===== config.mk =====
export PLATFORM = sky130hd
export DESIGN_NAME = issf_frame_ser_flat
export DESIGN_NICKNAME = d
export VERILOG_FILES = /design/src/sv/issf_pkg.sv /design/src/sv/issf_if.sv /design/src/sv/issf_frame_ser.sv /design/src/flat_wrapper.sv
export SDC_FILE = /design/constraint.sdc
export NUM_CORES = 1
export LEC_CHECK = 0
export ABC_AREA = 0
export BUFFER_PORTS_ARGS = -buffer_cell sky130_fd_sc_hd__buf_2
export CAP_MARGIN = 40
export CORE_MARGIN = 4
export CORE_UTILIZATION = 35
export CTS_BUF_LIST = sky130_fd_sc_hd__clkbuf_8
export CTS_CLUSTER_DIAMETER = 120
export DETAILED_ROUTE_END_ITERATION = 6
export PLACE_DENSITY = 0.59
export SETUP_SLACK_MARGIN = 0.15
export SLEW_MARGIN = 0
export SYNTH_ARGS = -nofsm -noshare
export SYNTH_HDL_FRONTEND = slang
export SYNTH_SLANG_ARGS = --single-unit

===== constraint.sdc =====
create_clock -name clk -period 28.8 [get_ports clk]
set_input_delay 2.88 -clock clk [delete_from_list [all_inputs] [get_ports clk]]
set_output_delay 2.88 -clock clk [all_outputs]
set_load 0.005 [all_outputs]

===== src/sv/issf_pkg.sv =====
package issf_pkg;

  localparam logic [31:0] FRAME_MAGIC      = 32'h494D_5530;
  localparam logic [15:0] FRAME_VERSION_HW = 16'h0100;
  localparam logic [15:0] FRAME_BYTES      = 16'd70;
  localparam int unsigned FRAME_HALVES     = 35;
  localparam int unsigned HW_IDX_W         = $clog2(FRAME_HALVES);

  localparam logic [7:0] ACCEL_CTL_RESET = 8'd64;
  localparam logic [7:0] GYRO_CTL_RESET  = 8'd76;

  localparam logic signed [26:0] TEMP_SCALE  = 27'sd1000;
  localparam logic signed [26:0] TEMP_OFFSET = 27'sd25000;
  localparam logic signed [26:0] TEMP_BIAS   = 27'sd255;
  localparam logic [31:0]        GYRO_ROUND  = 32'd500;

  // Unsigned x / 1000 for any 32-bit x is (x * DIV1000_RECIP) >> DIV1000_SHIFT.
  localparam logic [28:0] DIV1000_RECIP = 29'h1062_4DD3;
  localparam int unsigned DIV1000_SHIFT = 38;

  typedef enum logic [0:0] {
    REG_ACCEL_CTL = 1'b0,
    REG_GYRO_CTL  = 1'b1
  } reg_idx_t;

  typedef struct packed {
    logic [15:0]      temperature_raw;
    logic [2:0][15:0] gyro_raw;
    logic [2:0][15:0] accel_raw;
    logic [63:0]      monotonic_time_ns;
    logic [63:0]      wall_time_ns;
  } sample_t;

  typedef struct packed {
    sample_t               raw;
    logic signed [26:0]    temp_p;
    logic [2:0]            gyro_neg;
    logic [2:0][31:0]      gyro_mag;
    logic [2:0][31:0]      accel_p;
  } prod_t;

  typedef struct packed {
    logic [31:0]      seq;
    sample_t          raw;
    logic [31:0]      temp_m;
    logic [2:0][31:0] gyro_m;
    logic [2:0][31:0] accel_m;
  } frame_t;

  function automatic logic [13:0] accel_lsb_weight(input logic [7:0] ctl);
    logic [13:0] s;
    unique case (ctl[3:2])
      2'd0: s = 14'd1197;
      2'd1: s = 14'd9577;
      2'd2: s = 14'd2394;
      2'd3: s = 14'd4788;
      default: s = 14'd1197;
    endcase
    return s;
  endfunction

  function automatic logic [16:0] gyro_lsb_weight(input logic [7:0] ctl);
    logic [16:0] s;
    if (ctl[1]) begin
      s = 17'd4375;
    end else begin
      unique case (ctl[3:2])
        2'd0: s = 17'd8750;
        2'd1: s = 17'd17500;
        2'd2: s = 17'd35000;
        2'd3: s = 17'd70000;
        default: s = 17'd8750;
      endcase
    end
    return s;
  endfunction

endpackage


===== src/sv/issf_if.sv =====


interface issf_out_if;
  logic        valid;
  logic        ready;
  logic [15:0] frame_halfword;
  logic        frame_last;

  modport source (output valid, frame_halfword, frame_last, input ready);
  modport sink (input valid, frame_halfword, frame_last, output ready);
endinterface


===== src/sv/issf_frame_ser.sv =====
module issf_frame_ser
  import issf_pkg::*;
(
  input  logic              clk,
  input  logic              rst_n,
  input  logic              frm_valid,
  input  frame_t            frm_in,
  output logic              frm_ready,
  issf_out_if.source        out_frm
);

  frame_t                frm_r;
  logic                  frm_valid_r;
  logic [HW_IDX_W-1:0]   idx_r;
  logic [HW_IDX_W-1:0]   idx_nxt;
  logic                  out_valid_r;
  logic [15:0]           out_hw_r;
  logic                  out_last_r;
  logic [15:0]           hw_sel;
  logic                  out_load;
  logic                  last_hw;

  assign out_load  = frm_valid_r && (!out_valid_r || out_frm.ready);
  assign last_hw   = (idx_r == HW_IDX_W'(FRAME_HALVES - 1));
  // A new frame may enter while the last halfword of the current one moves out.
  assign frm_ready = !frm_valid_r || (out_load && last_hw);

  always_comb begin
    unique case (idx_r)
      6'd0:  hw_sel = FRAME_MAGIC[31:16];
      6'd1:  hw_sel = FRAME_MAGIC[15:0];
      6'd2:  hw_sel = FRAME_VERSION_HW;
      6'd3:  hw_sel = FRAME_BYTES;
      6'd4:  hw_sel = frm_r.seq[31:16];
      6'd5:  hw_sel = frm_r.seq[15:0];
      6'd6:  hw_sel = frm_r.raw.monotonic_time_ns[63:48];
      6'd7:  hw_sel = frm_r.raw.monotonic_time_ns[47:32];
      6'd8:  hw_sel = frm_r.raw.monotonic_time_ns[31:16];
      6'd9:  hw_sel = frm_r.raw.monotonic_time_ns[15:0];
      6'd10: hw_sel = frm_r.raw.wall_time_ns[63:48];
      6'd11: hw_sel = frm_r.raw.wall_time_ns[47:32];
      6'd12: hw_sel = frm_r.raw.wall_time_ns[31:16];
      6'd13: hw_sel = frm_r.raw.wall_time_ns[15:0];
      6'd14: hw_sel = frm_r.raw.temperature_raw;
      6'd15: hw_sel = frm_r.raw.gyro_raw[0];
      6'd16: hw_sel = frm_r.raw.gyro_raw[1];
      6'd17: hw_sel = frm_r.raw.gyro_raw[2];
      6'd18: hw_sel = frm_r.raw.accel_raw[0];
      6'd19: hw_sel = frm_r.raw.accel_raw[1];
      6'd20: hw_sel = frm_r.raw.accel_raw[2];
      6'd21: hw_sel = frm_r.temp_m[31:16];
      6'd22: hw_sel = frm_r.temp_m[15:0];
      6'd23: hw_sel = frm_r.gyro_m[0][31:16];
      6'd24: hw_sel = frm_r.gyro_m[0][15:0];
      6'd25: hw_sel = frm_r.gyro_m[1][31:16];
      6'd26: hw_sel = frm_r.gyro_m[1][15:0];
      6'd27: hw_sel = frm_r.gyro_m[2][31:16];
      6'd28: hw_sel = frm_r.gyro_m[2][15:0];
      6'd29: hw_sel = frm_r.accel_m[0][31:16];
      6'd30: hw_sel = frm_r.accel_m[0][15:0];
      6'd31: hw_sel = frm_r.accel_m[1][31:16];
      6'd32: hw_sel = frm_r.accel_m[1][15:0];
      6'd33: hw_sel = frm_r.accel_m[2][31:16];
      6'd34: hw_sel = frm_r.accel_m[2][15:0];
      default: hw_sel = '0;
    endcase
  end

  always_comb begin
    if (frm_ready) begin
      idx_nxt = '0;
    end else if (out_load) begin
      idx_nxt = idx_r + HW_IDX_W'(1);
    end else begin
      idx_nxt = idx_r;
    end
  end

  always_ff @(posedge clk) begin
    if (!rst_n) begin
      frm_valid_r <= 1'b0;
      idx_r       <= '0;
      out_valid_r <= 1'b0;
    end else begin
      idx_r <= idx_nxt;
      if (frm_ready) begin
        frm_valid_r <= frm_valid;
      end
      if (out_load) begin
        out_valid_r <= 1'b1;
      end else if (out_frm.ready) begin
        out_valid_r <= 1'b0;
      end
    end
  end

  always_ff @(posedge clk) begin
    if (frm_ready && frm_valid) begin
      frm_r <= frm_in;
    end
    if (out_load) begin
      out_hw_r   <= hw_sel;
      out_last_r <= last_hw;
    end
  end

  assign out_frm.valid          = out_valid_r;
  assign out_frm.frame_halfword = out_hw_r;
  assign out_frm.frame_last     = out_last_r;

endmodule


===== src/flat_wrapper.sv =====
// flat-port wrapper written by rule: the top's interface ports become plain ports
module issf_frame_ser_flat import issf_pkg::*;
  (clk, rst_n, frm_valid, frm_in, frm_ready, out_frm_valid, out_frm_frame_halfword, out_frm_frame_last, out_frm_ready);
  issf_out_if out_frm_i ();
  input  logic clk;
  input  logic rst_n;
  input  logic frm_valid;
  input  frame_t frm_in;
  output logic frm_ready;
  output wire logic [$bits(out_frm_i.valid)-1:0] out_frm_valid;
  output wire logic [$bits(out_frm_i.frame_halfword)-1:0] out_frm_frame_halfword;
  output wire logic [$bits(out_frm_i.frame_last)-1:0] out_frm_frame_last;
  input wire logic [$bits(out_frm_i.ready)-1:0] out_frm_ready;
  assign out_frm_valid = out_frm_i.valid;
  assign out_frm_frame_halfword = out_frm_i.frame_halfword;
  assign out_frm_frame_last = out_frm_i.frame_last;
  assign out_frm_i.ready = out_frm_ready;
  issf_frame_ser u_core (.clk(clk), .rst_n(rst_n), .frm_valid(frm_valid), .frm_in(frm_in), .frm_ready(frm_ready), .out_frm(out_frm_i));
endmodule

; Yosys cells after proc, flatten, opt, wreduce, memory -nomap -nowiden
; Index checks and enable logic that the tools add are counted.
[totals]
ff_bits = 521
inputBits = 500
out_inout_bits = 19
wordCells = 71
[op_classes]
addsub = 1
n_eq_ne = 34
n_mux = 3
bitwise = 1
reduce_logical = 10
[ops]
columns = cell, n
row1 = 16-bit case mux with 35 select lines, 1
row2 = "6-bit by 5-bit == test with 1-bit output, second input constant", 16
row3 = "6-bit by 4-bit == test with 1-bit output, second input constant", 8
row4 = "6-bit by 3-bit == test with 1-bit output, second input constant", 4
row5 = "6-bit == test, second input constant", 3
row6 = "6-bit by 2-bit == test with 1-bit output, second input constant", 2
row7 = "6-bit by 1-bit adder with 6-bit output, second input constant", 1
row8 = "6-bit by 1-bit == test with 1-bit output, second input constant", 1
row9 = 6-bit zero test, 1
row10 = 1-bit logical AND, 3
row11 = 1-bit zero test, 2
row12 = 1-bit logical OR, 2
row13 = 1-bit two-way mux, 2
row14 = 2-bit nonzero test, 1
row15 = 2-bit OR reduction, 1
row16 = 1-bit inverter, 1

; Logic depth before layout (Yosys ltp)
; Gate-level depths: netlist (run 1).
[depth]
depth_word = 6
ltp_mapped = 9
ltp_nobuf = 7

; Worst setup path after synthesis (run 1)
; Ideal clock, no wire load.
[synth_timing]
kind = input -> register
from = input port out_frm_ready
to = register u_core.frm_r[0] (netlist bit), enable pin
setup_time_ps = 1426
arrival_time_ps = 24972
t_required_ps = 27374
path_slack_ps = 2403
path_stages = 3
path_buffers = 0
cell_sequence = nor2b_1 > o21a_1 > nor2b_1
[synth_via]
elab_chain_len = 5
[synth_lines]
columns = item, line
row1 = start: declaration, flat_wrapper.sv:13  ; input wire logic [$bits(out_frm_i.ready)-1:0] out_frm_ready;
row2 = 1-bit logical OR, issf_frame_ser.sv:23  ; assign out_load = frm_valid_r && (!out_valid_r || out_frm.ready);
row3 = 1-bit logical AND, issf_frame_ser.sv:23
row4 = 1-bit logical AND, issf_frame_ser.sv:26  ; assign frm_ready = !frm_valid_r || (out_load && last_hw);
row5 = 1-bit logical OR, issf_frame_ser.sv:26
row6 = 1-bit logical AND, issf_frame_ser.sv:98  ; if (frm_ready && frm_valid) begin
row7 = end signal: assignment, issf_frame_ser.sv:99  ; frm_r <= frm_in;
row8 = end: declaration, issf_frame_ser.sv:12  ; frame_t frm_r;
; Every way passes these cells.
; A chain may end at the register's enable or synchronous reset.

; Worst setup path after layout (run 1)
[layout_timing]
from = input port out_frm_ready
to = output port frm_ready
[layout_via]
elab_chain_len = 4
[layout_lines]
columns = item, line
row1 = 1-bit logical OR, issf_frame_ser.sv:23
row2 = 1-bit logical AND, issf_frame_ser.sv:23
row3 = 1-bit logical AND, issf_frame_ser.sv:26
row4 = 1-bit logical OR, issf_frame_ser.sv:26
row5 = end: declaration, flat_wrapper.sv:9  ; output logic frm_ready;
; Every way passes these cells.

==> implementation parameters, run 1 <==
Parameter                              Value

Detailed routing
  Antenna-violating nets left    0
  Highest metal used    met5
  Number of remaining DRC errors    0
  Total via count in the routed design    13.2k
  Wire length per cell after detailed routing    30.1 um
  Drt initial violations    1388
  Number of vias per cell    5.39
  Met1 Routed Length    28.5 mm
  Met3 Wirelength    6.06 mm
  Detailed Route WL    73.8 mm
  Detailed-router iteration count before antenna repair    7
  Met2 Wirelength    37.4 mm

Global routing
  Maximum number of pins on one net before global-route repair    181
  Number of global-route vias before repair    13.7k
  Global-route wire length before repair    99.6 mm
  Antenna violations before repair    19
  Residual overflow from global routing    0
  Global-route usage over all layers    0.241

Cells and area
  Layout filler cell count    4799
  Number of nets at the end of the flow    2175
  Utilization after layout    0.457
  Layout-stage area growth over the synthesis result    28.5%
  Proportion of layout cells with a drive suffix above 1    0.406
  Leading cell types in the layout, fill and taps excluded    sky130_fd_sc_hd__buf_2, sky130_fd_sc_hd__edfxtp_1, sky130_fd_sc_hd__a22oi_1
  Area of all placed cells without fillers    24800 um2
  Leading cell type in the layout, fill and taps excluded    sky130_fd_sc_hd__buf_2
  FF/Latch Area    between 15000 and 20000 um2
  Area of combinational cells with multiple inputs    3500 um2

Run
  Total of max-cap violations    0

CTS
  CTS clk-pin slew, worst paths    0.06 ns
  Root buffer cell    sky130_fd_sc_hd__clkbuf_8
  Buffer count from post-CTS setup fixing    0
  TritonCTS clock tree    built
  Cts-stage hold buffer count    0
  Resized Gates After CTS    0
  Insertion delay of the later-clocked pin in the worst-skew pair    approximately 0.69 ns
  TritonCTS buffer count    86
  CTS sink cnt    521
  Maximum level of the CTS H-tree    3
  Clock tree buffer depth    3

Power
  Power density over the cells    64.1 nW/um2
  Static leakage power    roughly 9.5 nW
  Max IR drop VDD    0.0000346 V

Timing
  Hold Violations, Final    0
  Sum of negative setup slack    0 ns
  Transition time of the tightest slew-check pin    1.01 ns
  Remaining max-slew budget at the tightest pin    0.324
  Post-layout min period    around 6.7 ns
  Max Freq    150 MHz
  RSZ-0062 raised after global routing    no
  Setup Viol. Count Final    0
  Max-slew violation count    0
  Share of the clock period used by the worst path after layout    0.232
  Final Skew    0.0287 ns

Floorplanning
  Horizontal extent of the die    243 um
  Count of boundary I/O pins    519
  Overall die area    58900 um2
  Vertical die dimension    243 um
  FP Rows    85
  Core area    54100 um2
  Effective utilization at floorplan    0.356

Place
  GPL Wtd Cong    0.820
  # port buffers    ~520
  Post-detail-place hpwl    52.0 mm
  Placed standard-cell area    between 20000 and 25000 um2

Yosys
  Seq/Total Area, Yosys    0.808
  Number of nets produced by synthesis    about 1.6k
  Average cell area after synthesis    18.0 um2
  Post-synth design cell area    19300 um2
  Number of distinct library cells after synthesis    45
  Cells after Synth    between 1k and 1.5k
  Most used flip-flop cell after synthesis    sky130_fd_sc_hd__edfxtp_1
  Register bit count reported by yosys    ~520
  Yosys warns    0
  Post-synth EDFFs    ~500
  Share of flip-flops with an asynchronous set or reset    0

Setup path
  Top fanout value on the critical path    4
  Critical path data arrival time    3.80 ns
  Crit path kind    in2out
  Type of destination of the critical path    primary output
  Element type at the critical path start    input port
  Worst Path Required    25.92 ns

Hold path
  Class of the tightest hold or removal check    reg2reg

Outcome
  Status    complete, no violations
-- worst paths after layout --
| check | startpoint | end | slack (ns) | cells after the start |
|---|---|---|---|---|
| setup / recovery | out_frm_ready | frm_ready | 22.12 | 5 |
| hold / removal | u_core.frm_valid_r$_SDFFE_PN0P_ | u_core.out_frm.valid$_SDFFE_PN0P_ | 0.56 | 1 |
| setup reg to reg | u_core.idx_r[5]$_SDFFE_PP0P_ | u_core.frm_r[368]$_DFFE_PP_ | 24.61 | 7 |
| hold reg to reg | u_core.frm_valid_r$_SDFFE_PN0P_ | u_core.out_frm.valid$_SDFFE_PN0P_ | 0.56 | 1 |
-- logic make-up after synthesis --
| family | share of synthesized area |
|---|---|
| compound gates | 0.0935 |
| xor+xnor | 0.00227 |
| fa+ha+maj | 0.00260 |
| buf+inv | 0.0159 |
| flops | 0.808 |
| simple gates | 0.0779 |
-- where the power goes --
part	internal, W	total (W)	switching (W)
clock	0.000326	0.000622	0.000296
sequential	0.000883	0.000895	0.0000117
combinational	0.0000300	0.0000699	0.0000399
-- worst max-delay path, cell delays in order --
cell,delay [ns]
sky130_fd_sc_hd__buf_2,0.10
sky130_fd_sc_hd__nor2b_1,0.31
sky130_fd_sc_hd__o21a_1,0.29
sky130_fd_sc_hd__inv_1,0.09
sky130_fd_sc_hd__buf_2,0.13
-- through the flow --
| stage | hold slack, ns | setup WS [ns] | instances | total power, W |
|---|---|---|---|---|
| 6_report | 0.559 | 22.12 | 2451 | 0.00159 |
| 5_1_grt | 0.589 | 22.01 | 2448 | 0.00165 |
| 4_1_cts | 0.566 | 22.12 | 2434 | 0.00160 |
| 3_5_place_dp | 0.523 | 22.11 | 2279 | 0.000980 |
| 3_3_place_gp | 0.509 | 22.11 | 2270 | 0.000975 |
| 2_1_floorplan | 0.470 | 2.40 | 1073 | 0.000957 |
-- registers in the layout, indices dropped and copies added (netlist names) --
name / cells
u_core.frm_r: 496
u_core.frm_valid_r: 1
u_core.idx_r: 6
u_core.out_frm.frame_halfword: 16
u_core.out_frm.frame_last: 1
u_core.out_frm.valid: 1
-- routing by layer --
metal,up-vias,GRT usage
met5,-,0
met4,8,0.0723
met3,107,0.0646
met2,742,0.413
met1,6652,0.302
li1,5708,-
-- layout make-up --
class / instances / share of cell area
Clock inverter: 65 / 0.0158
Sequential cell: 521 / 0.629
Tap cell: 696 / 0.0352
Timing Repair Buffer: 575 / 0.127
Antenna cell: 17 / 0.00172
Multi-Input combinational cell: 483 / 0.141
Clock buffer: 90 / 0.0500
Inverter: 4 / 0.000606
-- Yosys cell counts (all sizes together) (2+ instances only) --
cell type	instances	area (um2)
a32oi	5	43.8
xor2	3	26.3
ha	4	50.1
nor2b	5	31.3
clkbuf	40	150
buf	25	141
a2111oi	25	302
xnor2	2	17.5
o21ai	6	30.0
a21oi	5	25.0
o21a	3	22.5
nor4b	5	43.8
nand3	49	245
inv	4	15.0
edfxtp	513	15400
nor2	12	45.0
dfxtp	8	160
nor4bb	3	30.0
nand2	15	56.3
a222oi	5	50.1
and3	69	442
and2	30	195
a22oi	171	1280
or4	17	128
nand4	38	238
(Power assumes the default switching activity.)
==> run 2: changes to the inputs <==
--- a/config.mk
+++ b/config.mk
@@ -13,7 +13,7 @@
 export CTS_BUF_LIST = sky130_fd_sc_hd__clkbuf_8
 export CTS_CLUSTER_DIAMETER = 120
 export DETAILED_ROUTE_END_ITERATION = 6
-export PLACE_DENSITY = 0.59
+export PLACE_DENSITY = 0.61
 export SETUP_SLACK_MARGIN = 0.15
 export SLEW_MARGIN = 0
 export SYNTH_ARGS = -nofsm -noshare
==> constraint.sdc (replaced) <==
create_clock -name clk -period 5.9 [get_ports clk]
set_input_delay 0.59 -clock clk [delete_from_list [all_inputs] [get_ports clk]]
set_output_delay 0.59 -clock clk [all_outputs]
set_load 0.005 [all_outputs]
==> run 2 against run 1 <==
Critical path depth increased by 2. Via count increased by 1.9%. Clock power increased to 4.8 times the previous value. Die area unchanged.
==> implementation parameters, run 2 (same netlist as run 1, synthesis figures left out) <==
Parameter                              Value

Floorplanning
  Count of boundary I/O pins    519 (unchanged)
  Effective utilization at floorplan    0.356 (unchanged)
  FP Rows    85 (unchanged)
  Core area    54100 um2 (unchanged)
  Horizontal extent of the die    243 um (unchanged)
  Overall die area    58900 um2 (unchanged)
  Vertical die dimension    243 um (unchanged)

CTS
  Maximum level of the CTS H-tree    3 (unchanged)
  Cts-stage hold buffer count    0 (unchanged)
  CTS sink cnt    521 (unchanged)
  Clock tree buffer depth    3 (unchanged)
  CTS clk-pin slew, worst paths    0.06 ns (about the same)
  Root buffer cell    sky130_fd_sc_hd__clkbuf_8
  Buffer count from post-CTS setup fixing    0 (unchanged)
  TritonCTS clock tree    built
  TritonCTS buffer count    86 (unchanged)
  Resized Gates After CTS    0 (unchanged)
  Insertion delay of the later-clocked pin in the worst-skew pair    0.69 ns (about the same)

Power
  Internal power    0.00600 W (+380%)
  Combinational share of power    0.045 (about the same)
  Power density over the cells    315 nW/um2 (+390%)
  Switching share of power    0.228 (+0.00857)
  Static leakage power    9.48 nW (-0.65%)
  Net switching power figure    0.00177 W (+410%)
  Relative contribution of the clock network to total power    0.388 (-0.004)
  Sequential share of power    0.567 (+0.003)
  Max IR drop VDD    0.000172 V (+400%)

Hold path
  Number of instances on the worst hold path    1 (unchanged)
  Hold_sp    frm_in[227]
  Class of the tightest hold or removal check    in2reg
  End point of the most critical hold path    u_core.frm_r[227]$_DFFE_PP_

Detailed routing
  Number of vias per cell    5.55 (+2.9%)
  Drt initial violations    1471 (+6.0%)
  Detailed-router iteration count before antenna repair    6 (-1)
  Antenna-violating nets left    0 (unchanged)
  Wire length per cell after detailed routing    31.9 um (+5.9%)
  Detailed Route WL    77.4 mm (+4.9%)
  Number of remaining DRC errors    0 (unchanged)
  Total via count in the routed design    13.5k (+1.9%)

Setup path
  CP max stage cell    sky130_fd_sc_hd__a2111oi_0
  CP Buf/Inv Count    2 (-1)
  Top fanout value on the critical path    22 (+18)
  Type of destination of the critical path    flip-flop
  Worst-case reg-to-reg path depth    7 (unchanged)
  Critical path data arrival time    3.91 ns (+0.11 ns)
  Crit path cell chain    nor4b_2, buf_4, and2_1, buf_4, a2111oi_0, nand3_1, or4_1
  Register-to-register setup slack    2.39 ns (-22.22 ns)
  Family with the most delay on the worst path    simple AND/OR/NAND/NOR gates
  Crit path kind    reg2reg
  Crit Reg-Reg Endpoint    u_core.out_frm.frame_halfword[7]$_DFFE_PP_
  R2r startpoint    u_core.idx_r[2]$_SDFFE_PP0P_
  Maximum single-stage delay on the critical path    1.03 ns (+0.72 ns)
  Element type at the critical path start    flip-flop
  Worst Path Required    6.30 ns (-19.62 ns)
  Most common cell on crit path    sky130_fd_sc_hd__buf_4

Place
  # port buffers    518 (unchanged)
  Pre-CTS setup slack    2.52 ns (-19.59 ns)
  Placed standard-cell area    23100 um2 (about the same)
  Post-detail-place hpwl    55.8 mm (+7.3%)
  GPL Wtd Cong    0.918 (+12%)

Global routing
  Residual overflow from global routing    0 (unchanged)
  Antenna violations before repair    7 (-12)
  Maximum number of pins on one net before global-route repair    173 (-4.4%)
  Number of global-route vias before repair    14.1k (+2.8%)
  Global-route wire length before repair    104 mm (+4.0%)
  Global-route usage over all layers    0.251 (+0.00990)

Timing
  Transition time of the tightest slew-check pin    1.12 ns (+0.106 ns)
  Max Freq    285 MHz
  Setup Viol. Count Final    0 (unchanged)
  Worst-case setup margin in the final layout    2.39 ns (-19.73 ns)
  Hold Violations, Final    0 (unchanged)
  Max-slew violation count    0 (unchanged)
  Remaining max-slew budget at the tightest pin    0.233 (-0.0902)
  Share of the clock period used by the worst path after layout    0.595
  Post-layout min period    about 3.5 ns
  Sum of negative setup slack    0 ns (unchanged)
  Final Skew    0.0298 ns (+0.00113 ns)
  RSZ-0062 raised after global routing    no

Cells and area
  Number of flip-flops in the largest register    496 (unchanged)
  Area of all placed cells without fillers    24700 um2 (-0.36%)
  Layout filler cell count    4704 (-2.0%)
  Leading cell type in the layout, fill and taps excluded    sky130_fd_sc_hd__buf_2
  Proportion of layout cells with a drive suffix above 1    0.413 (+0.00722)
  Largest register by flop count    u_core.frm_r
  Number of nets at the end of the flow    2172 (-0.14%)
  Leading cell types in the layout, fill and taps excluded    sky130_fd_sc_hd__buf_2, sky130_fd_sc_hd__edfxtp_1, sky130_fd_sc_hd__a22oi_1
  Utilization after layout    0.456 (-0.00166)
  Layout-stage area growth over the synthesis result    28.0%

Run
  Total of max-cap violations    0 (unchanged)

Outcome
  Status    complete, no violations
==> run 2: cell types whose count changed in the layout (fill, tap and decap cells not counted), sizes merged <==
cell	before	now
clkinvlp	2	5
clkinv	28	26
buf	575	572
diode	17	4
inv	35	30
clkbuf	90	86
==> run 2: power by group through the flow <==
stage / Clock, W / Combinational, W / Sequential [W]
3_3_place_gp: 0 / 0.000337 / 0.00448
4_1_cts: 0.00307 / 0.000349 / 0.00440
6_report: 0.00301 / 0.000346 / 0.00440
2_1_floorplan: 0 / 0.0000822 / 0.00447
3_5_place_dp: 0 / 0.000346 / 0.00447
5_1_grt: 0.00323 / 0.000368 / 0.00441
==> run 2: worst max-delay path by stage <==
stage | start | end | depth (start not counted) | slack [ns]
floorplan | u_core.idx_r[3]$_SDFFE_PP0P_ | u_core.frm_r[0]$_DFFE_PP_ | 4 | -2.93
global placement | u_core.idx_r[1]$_SDFFE_PP0P_ | u_core.out_frm.frame_halfword[9]$_DFFE_PP_ | 8 | 2.57
detailed placement | u_core.idx_r[1]$_SDFFE_PP0P_ | u_core.out_frm.frame_halfword[9]$_DFFE_PP_ | 8 | 2.52
CTS | u_core.idx_r[2]$_SDFFE_PP0P_ | u_core.frm_r[191]$_DFFE_PP_ | 6 | 2.51
global route | u_core.idx_r[2]$_SDFFE_PP0P_ | u_core.frm_r[275]$_DFFE_PP_ | 6 | 2.32
finish | u_core.idx_r[2]$_SDFFE_PP0P_ | u_core.out_frm.frame_halfword[7]$_DFFE_PP_ | 7 | 2.39
==> run 2: per-stage QoR <==
stage / hold slack [ns] / power (W) / cells
floorplan: 0.470 / 0.00455 / 1073
global placement: 0.551 / 0.00481 / 2264
detailed placement: 0.571 / 0.00482 / 2276
CTS: 0.00790 / 0.00782 / 2423
global route: 0.0207 / 0.00801 / 2426
finish: 0.0703 / 0.00776 / 2427
==> run 2: final cells by class <==
type / instances / area (um2) / area share
antenna: 4 / 10.0 / 0.000406
clock buffer: 86 / 1180 / 0.0480
clock inverter: 61 / 390 / 0.0158
inverter: 4 / 15.0 / 0.000609
multi-input combinational: 483 / 3500 / 0.142
sequential: 521 / 15600 / 0.631
tap: 696 / 871 / 0.0353
timing repair buffer: 572 / 3130 / 0.127
==> run 2: routing by layer <==
layer,vias up,share of wire,global-route usage
met4,8,0.037,0.0917
li1,5662,-,-
met5,-,0.00057,0
met1,6694,0.37,0.310
met2,935,0.50,0.430
met3,165,0.091,0.0645
==> run 2: worst reg2reg max path, cell delays in order (launching register included) <==
cell and delay [ns]:
sky130_fd_sc_hd__dfxtp_1 0.58, sky130_fd_sc_hd__nor4b_2 0.31, sky130_fd_sc_hd__buf_4 0.22, sky130_fd_sc_hd__and2_1 0.19, sky130_fd_sc_hd__buf_4 0.25, sky130_fd_sc_hd__a2111oi_0 1.03, sky130_fd_sc_hd__nand3_1 0.15, sky130_fd_sc_hd__or4_1 0.51
==> run 3: changes to the inputs <==
==> constraint.sdc (replaced) <==
create_clock -name clk -period 3.2 [get_ports clk]
set_input_delay 0.32 -clock clk [delete_from_list [all_inputs] [get_ports clk]]
set_output_delay 0.32 -clock clk [all_outputs]
set_load 0.005 [all_outputs]
==> run 3 against run 2 <==
The flow now stops in 4_1_cts. Synthesized cell count is the same. Area after synthesis is the same.
==> implementation parameters, run 3 <==
Parameter                              Value

Yosys
  Post-synth design cell area    19300 um2 (unchanged)
  Area share of the largest cell type after synthesis    0.799 (unchanged)
  Average cell area after synthesis    18.0 um2 (unchanged)
  Yosys warns    0 (unchanged)
  Most area-hungry cell type in the Yosys netlist    sky130_fd_sc_hd__edfxtp_1
  Cells after Synth    1073 (unchanged)
  Share of flip-flops with an asynchronous set or reset    0 (unchanged)
  Number of distinct library cells after synthesis    45 (unchanged)
  Count leader, synth    sky130_fd_sc_hd__edfxtp_1
  Most used standard cells in the synthesized netlist    sky130_fd_sc_hd__edfxtp_1, sky130_fd_sc_hd__a22oi_1, sky130_fd_sc_hd__and3_1, sky130_fd_sc_hd__nand3_1, sky130_fd_sc_hd__clkbuf_1
  Seq/Total Area, Yosys    0.808 (unchanged)
  Number of nets produced by synthesis    1577 (unchanged)
  Synth area leaders    sky130_fd_sc_hd__edfxtp_1, sky130_fd_sc_hd__a22oi_1, sky130_fd_sc_hd__and3_1
  Most used flip-flop cell after synthesis    sky130_fd_sc_hd__edfxtp_1
  Post-synth EDFFs    513 (unchanged)
  Register bit count reported by yosys    521 (unchanged)

CTS
  Clock tree buffer depth    3 (unchanged)
  Cts-stage hold buffer count    497 (+497)
  TritonCTS buffer count    87 (+1.2%)
  CTS sink cnt    521 (unchanged)
  Root buffer cell    sky130_fd_sc_hd__clkbuf_8
  Buffer count from post-CTS setup fixing    0 (unchanged)
  Resized Gates After CTS    5 (+5)
  Maximum level of the CTS H-tree    3 (unchanged)

Place
  GPL Wtd Cong    0.932 (+1.5%)
  Placed Cells    2322 (+2.0%)
  # port buffers    518 (unchanged)
  Post-detail-place hpwl    59.1 mm (+5.7%)
  Placed standard-cell area    23400 um2 (+1.5%)

Floorplanning
  Effective utilization at floorplan    0.356 (unchanged)
  Horizontal extent of the die    243 um (unchanged)
  Vertical die dimension    243 um (unchanged)
  FP Rows    85 (unchanged)
  Count of boundary I/O pins    519 (unchanged)

Outcome
  Status    aborted with a tool error
  First Error    [ERROR RSZ-0060] Max buffer count reached.
  Stage where the flow stopped    4_1_cts
[run 3: cell counts after synthesis]
No cell type changed its count.
[run 3: kinds of logic after synthesis]
kind of cell / after synthesis / synth area share
buffers and inverters: 69 / 0.0159
xor gates and xnor gates: 5 / 0.00227
DFF: 521 / 0.808
AOI/OAI and AO/OA: 225 / 0.0935
and+or+nand+nor: 249 / 0.0779
adders and majority gates: 4 / 0.00260
[run 3: through the flow]
stage               setup TNS, ns  worst slack, ns  hold WS (ns)
floorplan                -2792.58            -5.63         0.419
global placement           -0.325           -0.264         0.499
detailed placement        -0.0498          -0.0498         0.498
==> run 4: changes to the inputs <==
--- a/config.mk
+++ b/config.mk
@@ -9,12 +9,9 @@
 export BUFFER_PORTS_ARGS = -buffer_cell sky130_fd_sc_hd__buf_2
 export CAP_MARGIN = 40
 export CORE_MARGIN = 4
-export CORE_UTILIZATION = 35
-export CTS_BUF_LIST = sky130_fd_sc_hd__clkbuf_8
-export CTS_CLUSTER_DIAMETER = 120
+export CORE_UTILIZATION = 20
 export DETAILED_ROUTE_END_ITERATION = 6
-export PLACE_DENSITY = 0.61
-export SETUP_SLACK_MARGIN = 0.15
+export PLACE_DENSITY_LB_ADDON = 0.15
 export SLEW_MARGIN = 0
 export SYNTH_ARGS = -nofsm -noshare
 export SYNTH_HDL_FRONTEND = slang
==> constraint.sdc (replaced) <==
create_clock -name clk -period 4.2 [get_ports clk]
set_input_delay 0.42 -clock clk [delete_from_list [all_inputs] [get_ports clk]]
set_output_delay 0.42 -clock clk [all_outputs]
set_load 0.005 [all_outputs]
==> run 4 against run 3 <==
The run now ends clean.
==> implementation parameters, run 4 (same netlist as run 1, synthesis figures left out) <==
Parameter                              Value

Outcome
  Status    complete, no violations

Timing
  Hold Violations, Final    0
  Sum of negative setup slack    0 ns
  Max-slew violation count    0
  Share of the clock period used by the worst path after layout    0.878
  Max Freq    271 MHz
  Hold Worst Slack    0.0560 ns
  Transition time of the tightest slew-check pin    0.864 ns
  Post-layout min period    3.69 ns
  Setup Viol. Count Final    0
  Remaining max-slew budget at the tightest pin    0.423
  Final Skew    about 0.033 ns
  RSZ-0062 raised after global routing    no

Detailed routing
  Total via count in the routed design    15.2k
  Number of vias per cell    4.35
  Wire length per cell after detailed routing    around 28 um
  Number of remaining DRC errors    0
  Antenna-violating nets left    0
  Drt initial violations    1133
  Detailed Route WL    99.3 mm
  Detailed-router iteration count before antenna repair    5

Cells and area
  Utilization after layout    0.325
  Number of nets at the end of the flow    2668
  Proportion of layout cells with a drive suffix above 1    0.323
  Layout Cells excl Fill    3487
  Layout filler cell count    roughly 9.5k
  Leading cell type in the layout, fill and taps excluded    sky130_fd_sc_hd__buf_2
  Area of all placed cells without fillers    30900 um2
  Layout-stage area growth over the synthesis result    60.6%
  Number of flip-flops in the largest register    approximately 500
  Largest register by flop count    u_core.frm_r
  Leading cell types in the layout, fill and taps excluded    sky130_fd_sc_hd__buf_2, sky130_fd_sc_hd__edfxtp_1, sky130_fd_sc_hd__dlygate4sd3_1

Setup path
  Element type at the critical path start    flip-flop
  Register-to-register setup slack    ~0.5 ns
  Crit Reg-Reg Endpoint    u_core.out_frm.frame_halfword[9]$_DFFE_PP_
  R2r startpoint    u_core.idx_r[2]$_SDFFE_PP0P_
  Maximum single-stage delay on the critical path    0.63 ns
  CP max stage cell    sky130_fd_sc_hd__or4_1
  Critical path data arrival time    between 4 and 5 ns
  Worst-case reg-to-reg path depth    8
  Crit path kind    reg2reg
  Crit path cell chain    nor4b_2, buf_4, and2_2, a2111oi_0, buf_1, buf_4, nand3_1, or4_1
  Type of destination of the critical path    flip-flop
  Most common cell on crit path    sky130_fd_sc_hd__buf_4
  Worst Path Required    between 4 and 5 ns
  Top fanout value on the critical path    22
  Launching element of the worst setup path    u_core.idx_r[2]$_SDFFE_PP0P_

CTS
  TritonCTS clock tree    built
  Insertion delay of the later-clocked pin in the worst-skew pair    0.65 ns
  Resized Gates After CTS    0 (-5)
  Clock tree buffer depth    3 (unchanged)
  CTS clk-pin slew, worst paths    0.06 ns
  CTS sink cnt    521 (unchanged)
  Maximum level of the CTS H-tree    2 (-1)
  Root buffer cell    sky130_fd_sc_hd__clkbuf_16
  TritonCTS buffer count    60 (-31%)

Floorplanning
  Overall die area    101000 um2
  Core area    95300 um2
  Horizontal extent of the die    318 um (+31%)
  FP Rows    113 (+33%)
  Effective utilization at floorplan    0.202 (-0.154)
  Count of boundary I/O pins    519 (unchanged)
  Vertical die dimension    318 um (+31%)

Power
  Internal power    0.00945 W
  Switching share of power    0.226
  Relative contribution of the clock network to total power    0.419
  Max IR drop VDD    approximately 0.00031 V
  Net switching power figure    0.00277 W
  Sequential share of power    0.506
  Combinational share of power    0.075
  Power density over the cells    395 nW/um2
  Static leakage power    roughly 12 nW

Hold path
  Class of the tightest hold or removal check    in2reg
  Number of instances on the worst hold path    2
  Hold_sp    frm_valid
  End point of the most critical hold path    u_core.frm_valid_r$_SDFFE_PN0P_

Global routing
  Number of global-route vias before repair    ~17k
  Maximum number of pins on one net before global-route repair    66
  Residual overflow from global routing    0
  Global-route wire length before repair    132 mm
  Antenna violations before repair    17
  Global-route usage over all layers    0.189

Place
  GPL Wtd Cong    0.793 (-15%)
  # port buffers    518 (unchanged)
  Placed standard-cell area    24100 um2 (+2.8%)
  Post-detail-place hpwl    71.0 mm (+20%)
  Placed Cells    2871 (+24%)

Run
  Total of max-cap violations    0
## run 4: how the worst max path moves through the flow
stage                                                       endpoint  slack [ns]
final                     u_core.out_frm.frame_halfword[9]$_DFFE_PP_        0.51
after global routing      u_core.out_frm.frame_halfword[9]$_DFFE_PP_        0.34
after CTS                 u_core.out_frm.frame_halfword[9]$_DFFE_PP_        0.43
after detailed placement  u_core.out_frm.frame_halfword[9]$_DFFE_PP_        0.42
after global placement    u_core.out_frm.frame_halfword[9]$_DFFE_PP_        0.04
after floorplan                            u_core.frm_r[0]$_DFFE_PP_       -4.63
## run 4: power by group through the flow
stage	sequential (W)	combinational, W	clock [W]
2_1_floorplan	0.00628	0.000115	0
5_1_grt	0.00619	0.000977	0.00550
4_1_cts	0.00617	0.000923	0.00527
3_3_place_gp	0.00629	0.000541	0
3_5_place_dp	0.00628	0.000547	0
6_report	0.00617	0.000918	0.00512
## run 4: cell type report
class,instances,area (um2),share of cell area
diodes,9,22.5,0.000728
clock buffers,71,1540,0.0499
clock inverters,40,344,0.0111
inverters,4,15.0,0.000485
multi-input cells,483,3530,0.114
flip-flops and latches,521,15600,0.503
well taps,1265,1580,0.0512
repair buffers,1094,8340,0.270
## run 4: metal layers
layer  global-route usage  part of all wire  up-vias
met5                    0           0.00045        -
met3               0.0371             0.056      170
met4               0.0764             0.042        8
li1                     -                 -     6666
met1                0.233              0.41     7695
met2                0.326              0.49      631
## run 4: metrics by stage
stage | setup WS [ns] | total power (W)
6_report | 0.514 | 0.0122
3_3_place_gp | 0.0425 | 0.00683
5_1_grt | 0.341 | 0.0127
4_1_cts | 0.433 | 0.0124
2_1_floorplan | -4.63 | 0.00640
3_5_place_dp | 0.421 | 0.00682
## run 4: timing repair
action | CTS | global route
setup endpoints to repair | 0 | 0
endpoints found under the hold margin | 496 | 0
buffers inserted | 0 | 0
hold buffers | 496 | 0
## run 4: worst max-delay path: cells and delay by family (launching register included)
family	cells	cell delay, ns
AND/OR/NAND/NOR	4	1.69
flip-flops	1	0.58
AO/OA/AOI/OAI	1	0.62
buffers and inverters	3	0.54
